`config.mk`:
```
export PLATFORM = sky130hd
export DESIGN_NAME = arp_cache_learn_lookup_flat
export DESIGN_NICKNAME = d
export VERILOG_FILES = /design/src/rtl/core/arpc_pkg.sv /design/src/rtl/core/arpc_if.sv /design/src/rtl/core/arp_cache_learn_lookup.sv /design/src/rtl/core/arpc_front.sv /design/src/rtl/core/arpc_queue.sv /design/src/rtl/core/arpc_back.sv /design/src/flat_wrapper.sv
export SDC_FILE = /design/constraint.sdc
export NUM_CORES = 2
export LEC_CHECK = 0
export BUFFER_PORTS_ARGS = -buffer_cell sky130_fd_sc_hd__clkbuf_2
export CAP_MARGIN = 30
export CORE_UTILIZATION = 40
export CTS_BUF_LIST = sky130_fd_sc_hd__clkbuf_8
export CTS_CLUSTER_DIAMETER = 200
export DETAILED_ROUTE_END_ITERATION = 12
export PLACE_DENSITY = 0.65
export SYNTH_ARGS = -nofsm -noshare
export SYNTH_HDL_FRONTEND = slang
export SYNTH_HIERARCHICAL = 1
export SYNTH_SLANG_ARGS = --single-unit
```
`constraint.sdc`:
```
create_clock -name i_clk -period 10.2 [get_ports i_clk]
set_input_delay 2.04 -clock i_clk [delete_from_list [all_inputs] [get_ports i_clk]]
set_output_delay 2.04 -clock i_clk [all_outputs]
set_load 0.1 [all_outputs]
```
`src/rtl/core/arpc_pkg.sv`:
```
// Package for the ARP cache: sizes, command and state codes, and the request,
// response and internal job records shared by every module of the block.
// No dependencies.
`timescale 1ns / 1ps
`default_nettype none

package arpc_pkg;

    localparam int ENTRIES = 16;
    localparam int IDX_W   = (ENTRIES > 1) ? $clog2(ENTRIES) : 1;
    localparam int CNT_W   = $clog2(ENTRIES + 1);

    localparam int IP_W  = 32;
    localparam int MAC_W = 48;

    localparam logic [IP_W-1:0] OWN_ADDR_RESET = 32'hAC10060F;

    typedef enum logic {
        CMD_LOOKUP = 1'b0,
        CMD_LEARN  = 1'b1
    } t_cmd;

    typedef enum logic [1:0] {
        ST_IDLE,
        ST_SCAN,
        ST_UPDATE
    } t_back_state;

    typedef struct packed {
        t_cmd             cmd;
        logic [IP_W-1:0]  peer_address;
        logic [MAC_W-1:0] peer_mac;
        logic             is_request;
        logic [IP_W-1:0]  target_address;
    } t_req;

    typedef struct packed {
        logic             hit;
        logic [MAC_W-1:0] found_mac;
        logic             added_new;
        logic             dropped_full;
        logic             reply_due;
    } t_rsp;

    // A classified request as it waits in the queue between front and back.
    typedef struct packed {
        t_cmd             cmd;
        logic [IP_W-1:0]  peer_address;
        logic [MAC_W-1:0] peer_mac;
        logic             reply_due;
    } t_job;

    // Job with a valid flag, passed from the front to the queue and from the queue to the back end.
    typedef struct packed {
        logic valid;
        t_job job;
    } t_job_slot;

endpackage

`default_nettype wire

```
`src/rtl/core/arpc_if.sv`:
```
// Valid/ready channel interfaces for requests and responses of the ARP cache.
// Depends on arpc_pkg.
`timescale 1ns / 1ps
`default_nettype none

interface arpc_req_if
    import arpc_pkg::*;
();
    logic valid;
    logic ready;
    t_req data;

    modport source (output valid, output data, input ready);
    modport sink   (input valid, input data, output ready);
endinterface

interface arpc_rsp_if
    import arpc_pkg::*;
();
    logic valid;
    logic ready;
    t_rsp data;

    modport source (output valid, output data, input ready);
    modport sink   (input valid, input data, output ready);
endinterface

`default_nettype wire

```
`src/rtl/core/arp_cache_learn_lookup.sv`:
```
// ARP cache with up to 16 IPv4-to-MAC entries, filled in arrival order and never
// evicted. Lookup requests return the MAC of the lowest matching entry; learn
// requests update a known sender, append an unknown one or flag it as dropped
// when the table is full, and report whether an ARP reply is owed. Each request
// gives exactly one response. In the back end a request passes an idle/load
// state, a scan of the filled entries that ends at the first match, and an
// update state; the scan reads one entry per cycle through the single read port
// of each entry memory and is skipped when the table is empty. A two-entry queue
// and a response register let requests and responses stall independently.
// Write the own address only while no request is in flight.
`timescale 1ns / 1ps
`default_nettype none

module arp_cache_learn_lookup
    import arpc_pkg::*;
(
    input  wire logic            i_clk,
    input  wire logic            i_rst_n,
    arpc_req_if.sink             i_req,
    arpc_rsp_if.source           o_rsp,
    input  wire logic            i_cfg_we,
    input  wire logic [IP_W-1:0] i_cfg_wdata
);

    t_job_slot push;
    t_job_slot head;
    logic      push_ready;
    logic      pop;

    arpc_front u_front (
        .i_clk        (i_clk),
        .i_rst_n      (i_rst_n),
        .i_req        (i_req),
        .i_cfg_we     (i_cfg_we),
        .i_cfg_wdata  (i_cfg_wdata),
        .i_push_ready (push_ready),
        .o_push       (push)
    );

    arpc_queue u_queue (
        .i_clk        (i_clk),
        .i_rst_n      (i_rst_n),
        .i_push       (push),
        .o_push_ready (push_ready),
        .o_head       (head),
        .i_pop        (pop)
    );

    arpc_back u_back (
        .i_clk   (i_clk),
        .i_rst_n (i_rst_n),
        .i_head  (head),
        .o_pop   (pop),
        .o_rsp   (o_rsp)
    );

endmodule

`default_nettype wire

```
`src/rtl/core/arpc_front.sv`:
```
// Front end of the ARP cache: holds the own-address register, accepts
// requests and classifies them into jobs for the queue.
// Depends on arpc_pkg and arpc_if.
`timescale 1ns / 1ps
`default_nettype none

module arpc_front
    import arpc_pkg::*;
(
    input  wire logic            i_clk,
    input  wire logic            i_rst_n,
    arpc_req_if.sink             i_req,
    input  wire logic            i_cfg_we,
    input  wire logic [IP_W-1:0] i_cfg_wdata,
    input  wire logic            i_push_ready,
    output t_job_slot            o_push
);

    logic [IP_W-1:0] r_own_addr;

    always_ff @(posedge i_clk) begin
        if (!i_rst_n) begin
            r_own_addr <= OWN_ADDR_RESET;
        end else if (i_cfg_we) begin
            r_own_addr <= i_cfg_wdata;
        end
    end

    // The reply decision only needs the request fields and the own address,
    // so it is made here and the back end never sees the target address.
    always_comb begin
        o_push.valid            = i_req.valid;
        o_push.job.cmd          = i_req.data.cmd;
        o_push.job.peer_address = i_req.data.peer_address;
        o_push.job.peer_mac     = i_req.data.peer_mac;
        o_push.job.reply_due    = (i_req.data.cmd == CMD_LEARN) && i_req.data.is_request
                                  && (i_req.data.target_address == r_own_addr);
    end

    assign i_req.ready = i_push_ready;

endmodule

`default_nettype wire

```
`src/rtl/core/arpc_queue.sv`:
```
// Two-entry job queue that decouples the ARP cache front end from the back end.
// Depends on arpc_pkg.
`timescale 1ns / 1ps
`default_nettype none

module arpc_queue
    import arpc_pkg::*;
(
    input  wire logic      i_clk,
    input  wire logic      i_rst_n,
    input  wire t_job_slot i_push,
    output logic           o_push_ready,
    output t_job_slot      o_head,
    input  wire logic      i_pop
);

    t_job       r_slot [2];
    logic       r_wr_ptr;
    logic       r_rd_ptr;
    logic [1:0] r_count;

    logic do_push;
    logic do_pop;

    assign o_push_ready = (r_count != 2'd2);
    assign do_push      = i_push.valid && o_push_ready;
    assign do_pop       = i_pop && (r_count != 2'd0);

    assign o_head.valid = (r_count != 2'd0);
    assign o_head.job   = r_slot[r_rd_ptr];

    always_ff @(posedge i_clk) begin
        if (!i_rst_n) begin
            r_wr_ptr <= 1'b0;
            r_rd_ptr <= 1'b0;
            r_count  <= 2'd0;
        end else begin
            if (do_push) begin
                r_wr_ptr <= ~r_wr_ptr;
            end
            if (do_pop) begin
                r_rd_ptr <= ~r_rd_ptr;
            end
            if (do_push && !do_pop) begin
                r_count <= r_count + 2'd1;
            end else if (do_pop && !do_push) begin
                r_count <= r_count - 2'd1;
            end
        end
    end

    always_ff @(posedge i_clk) begin
        if (do_push) begin
            r_slot[r_wr_ptr] <= i_push.job;
        end
    end

endmodule

`default_nettype wire

```
`src/rtl/core/arpc_back.sv`:
```
// Back end of the ARP cache: the entry memories, the fill count, the scan
// sequencer and the response register.
// Depends on arpc_pkg and arpc_if.
`timescale 1ns / 1ps
`default_nettype none

module arpc_back
    import arpc_pkg::*;
(
    input  wire logic      i_clk,
    input  wire logic      i_rst_n,
    input  wire t_job_slot i_head,
    output logic           o_pop,
    arpc_rsp_if.source     o_rsp
);

    logic [IP_W-1:0]  mem_addr [ENTRIES];
    logic [MAC_W-1:0] mem_mac  [ENTRIES];

    t_back_state      r_state, n_state;
    t_job             r_job, n_job;
    logic [CNT_W-1:0] r_idx, n_idx;
    logic             r_issue, n_issue;
    logic             r_rd_vld;
    logic [IDX_W-1:0] r_rd_idx;
    logic [IP_W-1:0]  r_rd_addr;
    logic [MAC_W-1:0] r_rd_mac;
    logic             r_hit, n_hit;
    logic [IDX_W-1:0] r_hit_idx, n_hit_idx;
    logic [MAC_W-1:0] r_hit_mac, n_hit_mac;
    logic [CNT_W-1:0] r_fill, n_fill;
    logic             r_out_vld, n_out_vld;
    t_rsp             r_out, n_out;

    logic             rd_match;
    logic             rd_last;
    logic             out_free;
    logic             wr_addr_en;
    logic             wr_mac_en;
    logic [IDX_W-1:0] wr_idx;

    assign rd_match = r_rd_vld && (r_rd_addr == r_job.peer_address);
    assign rd_last  = r_rd_vld && ((CNT_W'(r_rd_idx) + CNT_W'(1)) == r_fill);
    assign out_free = !r_out_vld || o_rsp.ready;

    always_comb begin
        n_state = r_state;
        case (r_state)
            ST_IDLE: begin
                if (i_head.valid) begin
                    n_state = (r_fill == '0) ? ST_UPDATE : ST_SCAN;
                end
            end
            ST_SCAN: begin
                if (rd_match || rd_last) begin
                    n_state = ST_UPDATE;
                end
            end
            ST_UPDATE: begin
                if (out_free) begin
                    n_state = ST_IDLE;
                end
            end
            default: begin
                n_state = ST_IDLE;
            end
        endcase
    end

    always_comb begin
        o_pop      = 1'b0;
        n_job      = r_job;
        n_idx      = r_idx;
        n_issue    = r_issue;
        n_hit      = r_hit;
        n_hit_idx  = r_hit_idx;
        n_hit_mac  = r_hit_mac;
        n_fill     = r_fill;
        n_out_vld  = r_out_vld && !o_rsp.ready;
        n_out      = r_out;
        wr_addr_en = 1'b0;
        wr_mac_en  = 1'b0;
        wr_idx     = r_fill[IDX_W-1:0];
        case (r_state)
            ST_IDLE: begin
                o_pop = 1'b1;
                if (i_head.valid) begin
                    n_job   = i_head.job;
                    n_idx   = '0;
                    n_issue = (r_fill != '0);
                    n_hit   = 1'b0;
                end
            end
            ST_SCAN: begin
                // Reads are issued one entry a cycle; each compare happens in the next
                // cycle on the registered read data, lowest index first.
                if (r_issue) begin
                    n_idx   = r_idx + CNT_W'(1);
                    n_issue = (r_idx + CNT_W'(1)) < r_fill;
                end
                if (rd_match) begin
                    n_hit     = 1'b1;
                    n_hit_idx = r_rd_idx;
                    n_hit_mac = r_rd_mac;
                    n_issue   = 1'b0;
                end
            end
            ST_UPDATE: begin
                if (out_free) begin
                    n_out_vld          = 1'b1;
                    n_out.hit          = r_hit;
                    n_out.found_mac    = '0;
                    n_out.added_new    = 1'b0;
                    n_out.dropped_full = 1'b0;
                    n_out.reply_due    = r_job.reply_due;
                    if (r_job.cmd == CMD_LOOKUP) begin
                        if (r_hit) begin
                            n_out.found_mac = r_hit_mac;
                        end
                    end else if (r_hit) begin
                        wr_mac_en = 1'b1;
                        wr_idx    = r_hit_idx;
                    end else if (r_fill < CNT_W'(ENTRIES)) begin
                        wr_addr_en      = 1'b1;
                        wr_mac_en       = 1'b1;
                        n_fill          = r_fill + CNT_W'(1);
                        n_out.added_new = 1'b1;
                    end else begin
                        n_out.dropped_full = 1'b1;
                    end
                end
            end
            default: begin
            end
        endcase
    end

    always_ff @(posedge i_clk) begin
        if (!i_rst_n) begin
            r_state   <= ST_IDLE;
            r_issue   <= 1'b0;
            r_rd_vld  <= 1'b0;
            r_hit     <= 1'b0;
            r_fill    <= '0;
            r_out_vld <= 1'b0;
        end else begin
            r_state   <= n_state;
            r_issue   <= n_issue;
            r_rd_vld  <= (r_state == ST_SCAN) && r_issue;
            r_hit     <= n_hit;
            r_fill    <= n_fill;
            r_out_vld <= n_out_vld;
        end
    end

    always_ff @(posedge i_clk) begin
        r_job     <= n_job;
        r_idx     <= n_idx;
        r_rd_idx  <= r_idx[IDX_W-1:0];
        r_hit_idx <= n_hit_idx;
        r_hit_mac <= n_hit_mac;
        r_out     <= n_out;
    end

    // Entry memories: one write port, one registered read port each.
    always_ff @(posedge i_clk) begin
        if (wr_addr_en) begin
            mem_addr[wr_idx] <= r_job.peer_address;
        end
        r_rd_addr <= mem_addr[r_idx[IDX_W-1:0]];
    end

    always_ff @(posedge i_clk) begin
        if (wr_mac_en) begin
            mem_mac[wr_idx] <= r_job.peer_mac;
        end
        r_rd_mac <= mem_mac[r_idx[IDX_W-1:0]];
    end

    assign o_rsp.valid = r_out_vld;
    assign o_rsp.data  = r_out;

endmodule

`default_nettype wire

```
`src/flat_wrapper.sv`:
```
// flat-port wrapper written by rule: the top's interface ports become plain ports
module arp_cache_learn_lookup_flat import arpc_pkg::*;
  (i_clk, i_rst_n, i_cfg_we, i_cfg_wdata, i_req_valid, i_req_data, i_req_ready, o_rsp_valid, o_rsp_data, o_rsp_ready);
  arpc_req_if i_req_i ();
  arpc_rsp_if o_rsp_i ();
  input  wire logic i_clk;
  input  wire logic i_rst_n;
  input  wire logic i_cfg_we;
  input  wire logic [IP_W-1:0] i_cfg_wdata;
  input wire logic [$bits(i_req_i.valid)-1:0] i_req_valid;
  input wire logic [$bits(i_req_i.data)-1:0] i_req_data;
  output wire logic [$bits(i_req_i.ready)-1:0] i_req_ready;
  output wire logic [$bits(o_rsp_i.valid)-1:0] o_rsp_valid;
  output wire logic [$bits(o_rsp_i.data)-1:0] o_rsp_data;
  input wire logic [$bits(o_rsp_i.ready)-1:0] o_rsp_ready;
  assign i_req_i.valid = i_req_valid;
  assign i_req_i.data = i_req_data;
  assign i_req_ready = i_req_i.ready;
  assign o_rsp_valid = o_rsp_i.valid;
  assign o_rsp_data = o_rsp_i.data;
  assign o_rsp_i.ready = o_rsp_ready;
  arp_cache_learn_lookup u_core (.i_clk(i_clk), .i_rst_n(i_rst_n), .i_req(i_req_i), .o_rsp(o_rsp_i), .i_cfg_we(i_cfg_we), .i_cfg_wdata(i_cfg_wdata));
endmodule
```
==> qor.yml <==
timing:
  fmax_ghz: 0.223
  worst_slack_ns: 5.71
  maxSlewHeadroom_pct: 22.9
  tns_ns: 0
  rsz0062_at_grt: "no"
  period_minus_slack_ns: 4.49
  setup_viol: 0
  hold_viol: 0
  worst_pin_slew_ns: 1.16
  min_period_over_period_pct: 44.0
  clock_skew_ns: 0.0686
  final_max_slew_viol_count: 0
clocking:
  clkTransAtPathRegs_ns: 0.06
  clockBufferDepth: 4
  cts-hold-fix-buffers: 0
  cts_buffers: 294
  ctsResizeCount: 0
  ctsHtreeMaxLevel: 5
  cts_tree: "done"
  insertion_delay_ns: 1.01
  cts_sinks: 1767
  cts_setup_buffers: 0
  cts-root-buf: "clkbuf_8"
detailed_routing:
  firstDrtPassIters: 10
  drc_errors: 28
  vias: 32300
  postRouteAntennaNets: 0
  routedWlPerCell_um: 22.7
  finalWirelength_um: 140000
  viasPerCell: 5.21
  drt_iter0_markers: 3203
power_and_ir_drop:
  p_comb_share_pct: 24.7
  leakagePower_nw: 25.1
  switching_share_pct: 32.4
  netSwitchingPower_mw: 6.85
  p_per_area_nw_per_um2: 280
  internal_power_mw: 14.3
  clkPwrFrac_pct: 26.7
  vdd_drop_max_mv: 0.212
  power_frac_seq_pct: 48.7
cells_and_area:
  stdcell_area_um2: 75400
  syn2layout_area_growth_pct: 13.3
  drive_gt1_share_pct: 25.9
  fin_util_pct: 45.7
  fillers: 13800
  regArea_um2: 51700
  nets: 3949
  multi_input_area_um2: 13600
synthesis:
  seq_area_frac_synth_pct: 77.7
  synth.avg_cell_area_um2: 19.3
  synth_edf_count: 1635
  ys_ff_latch: 1767
  synth.most_common_cell: "edfxtp_1"
  synth.largest_area_cell: "edfxtp_1"
  async_flop_share_pct: 0
  yosysWarnings: 6
  synth_area_um2: 66600
  syn_inst: 3443
  synth.distinct_cells: 57
  synth_nets: 3603
  synth_area_leaders: "edfxtp_1 (74%), mux4_2 (5.4%), mux2i_1 (4.1%), dfxtp_1 (4.0%), mux2_2 (2.8%)"
  ys.flop_type: "edfxtp_1"
  synthTopCellsByCount: "edfxtp_1 (1,635), mux2i_1 (275), mux2_2 (163)"
  synth_top_area_share_pct: 73.8
floorplan:
  die_y_um: 410
  rows: 149
  num_io_pins: 205
  fp.coreArea_um2: 165000
  dieArea_um2: 168000
  die_w_um: 410
  initial_core_util_pct: 40.3
placement:
  placed_area_um2: 70100
  io_buffers: 204
  place.gp.congestion: 0.811
  dp_hpwl_um: 80900
  dp_slack_ns: 4.68
setup_path:
  required_ns: 10.79
  start_kind: "input pin"
  crit_path_end_kind: "register"
  max_stage_delay_ns: 0.66
  path_max_fanout: 53
  path_buf_inv: 3
  cp_top_family: "simple AND/OR/NAND/NOR gates"
  critPathSlowestCell: "buf_4"
  arrival_ns: 5.09
  crit_chain: "clkbuf_2, nor2b_1, nor2_4, buf_4, and3_1, nand2_1, nor2_4, buf_4"
  path_class: "input pin to register"
worst_hold_path:
  hold_class: "register to register"
flow_run:
  cap_violations: 0
global_routing:
  grt_pass1_wl_um: 208000
  antenna_found_initial: 13
  grt_overflow_total: 0
  grt_pass1_vias: 32600
  grt_usage_pct: 16.6
  grt_max_degree: 164
outcome:
  violations: "design-rule violations"
  status: "complete, but fails checks"
[final timing paths]
kind	start	to	slack, ns	depth (start not counted)
worst max-delay path	o_rsp_ready	u_core/u_back/mem_mac[13][44]$_DFFE_PP_	5.71	8
worst min-delay path	u_core/u_back/r_rd_mac[6]$_DFF_P_	u_core/u_back/r_hit_mac[6]$_DFFE_PP_	0.38	0
worst max register to register	u_core/u_back/r_idx[2]$_SDFFCE_PN0P_	u_core/u_back/r_issue$_SDFFE_PN0P_	6.29	11
worst min register to register	u_core/u_back/r_rd_mac[6]$_DFF_P_	u_core/u_back/r_hit_mac[6]$_DFFE_PP_	0.38	0
[flip-flops by register name, indices dropped and copies added, names as in the netlist, 2 cells and up, named ones only]
register                   flops
u_core/u_back/r_fill           5
u_core/u_back/o_rsp.data      52
u_core/u_back/mem_addr       512
u_core/u_back/r_hit_idx        4
u_core/u_back/r_rd_addr       32
u_core/u_queue/r_count         2
u_core/u_back/mem_mac        768
u_core/u_back/r_state          2
u_core/u_back/r_rd_mac        48
u_core/u_queue/r_slot        164
u_core/u_back/r_hit_mac       48
u_core/u_back/r_rd_idx         4
u_core/u_back/r_job           82
u_core/u_front/r_own_addr     32
u_core/u_back/r_idx            5
[layout make-up]
class                      count  area share [%]
tap                         2189            3.63
clock buffer                 309            5.64
antenna                        8          0.0266
sequential                  1767            68.6
clock inverter               195            1.32
timing repair buffer         293            2.66
multi-input combinational   1424            18.0
inverter                       9          0.0514
[cells by family after synthesis]
kind of cell	count (synthesis)	share of synthesized area, %
and+or+nand+nor	309	2.41
buffers and inverters	252	2.24
AOI/OAI and AO/OA	430	4.10
DFF	1767	77.7
adders and majority gates	9	0.169
muxes	598	12.3
xor gates and xnor gates	78	1.03
[metrics by stage]
| step | hold slack, ns | total power, mW | instances |
|---|---|---|---|
| 2_1_floorplan | 0.343 | 13.7 | 3443 |
| 6_report | 0.385 | 21.1 | 6194 |
| 3_3_place_gp | 0.386 | 15.5 | 5661 |
| 3_5_place_dp | 0.389 | 15.7 | 5681 |
| 5_1_grt | 0.378 | 22.1 | 6188 |
| 4_1_cts | 0.384 | 21.3 | 6185 |
[power by group through the flow]
| stage | logic (mW) | registers, mW | clock network, mW |
|---|---|---|---|
| floorplan | 3.18 | 10.6 | 0 |
| global placement | 5.10 | 10.4 | 0 |
| detailed placement | 5.22 | 10.4 | 0 |
| CTS | 5.23 | 10.3 | 5.80 |
| global route | 5.59 | 10.4 | 6.09 |
| finish | 5.22 | 10.3 | 5.64 |
[cell usage in the layout (no fill, tap or decap), types with 17 or more instances in the layout]
master and count:
a21oi_1 84, a221oi_1 80, a22oi_1 80, and2_1 61, buf_12 17, buf_4 65, clkbuf_2 204, clkbuf_8 309
clkinv_1 59, clkinv_2 31, dfxtp_1 131, edfxtp_1 1635, inv_1 90, mux2_2 163, mux2i_1 275, mux4_2 160
nand2_1 112, nor2_4 33, nor2b_1 24, o21ai_0 152, xnor2_1 43, xor2_1 35
[per-layer routing]
metal | part of all wire (%) | vias to the layer above | global-route usage, %
met2 | 44 | 1171 | 24.3
met4 | 2.1 | 12 | 5.17
met1 | 45 | 16500 | 23.7
met5 | 0.051 | - | 0
met3 | 8.6 | 230 | 4.85
li1 | - | 14400 | -
[worst register-to-register path: stages (launching register included)]
cell,delay [ns]
edfxtp_1,0.32
buf_4,0.40
buf_16,0.33
and2_4,0.65
buf_4,0.88
nand2_1,0.19
xnor2_1,0.19
ha_1,0.31
o21ai_0,0.18
a21oi_1,0.07
nor3b_1,0.21
o2bb2ai_1,0.14
No activity file was read; power rests on OpenSTA's default activity.
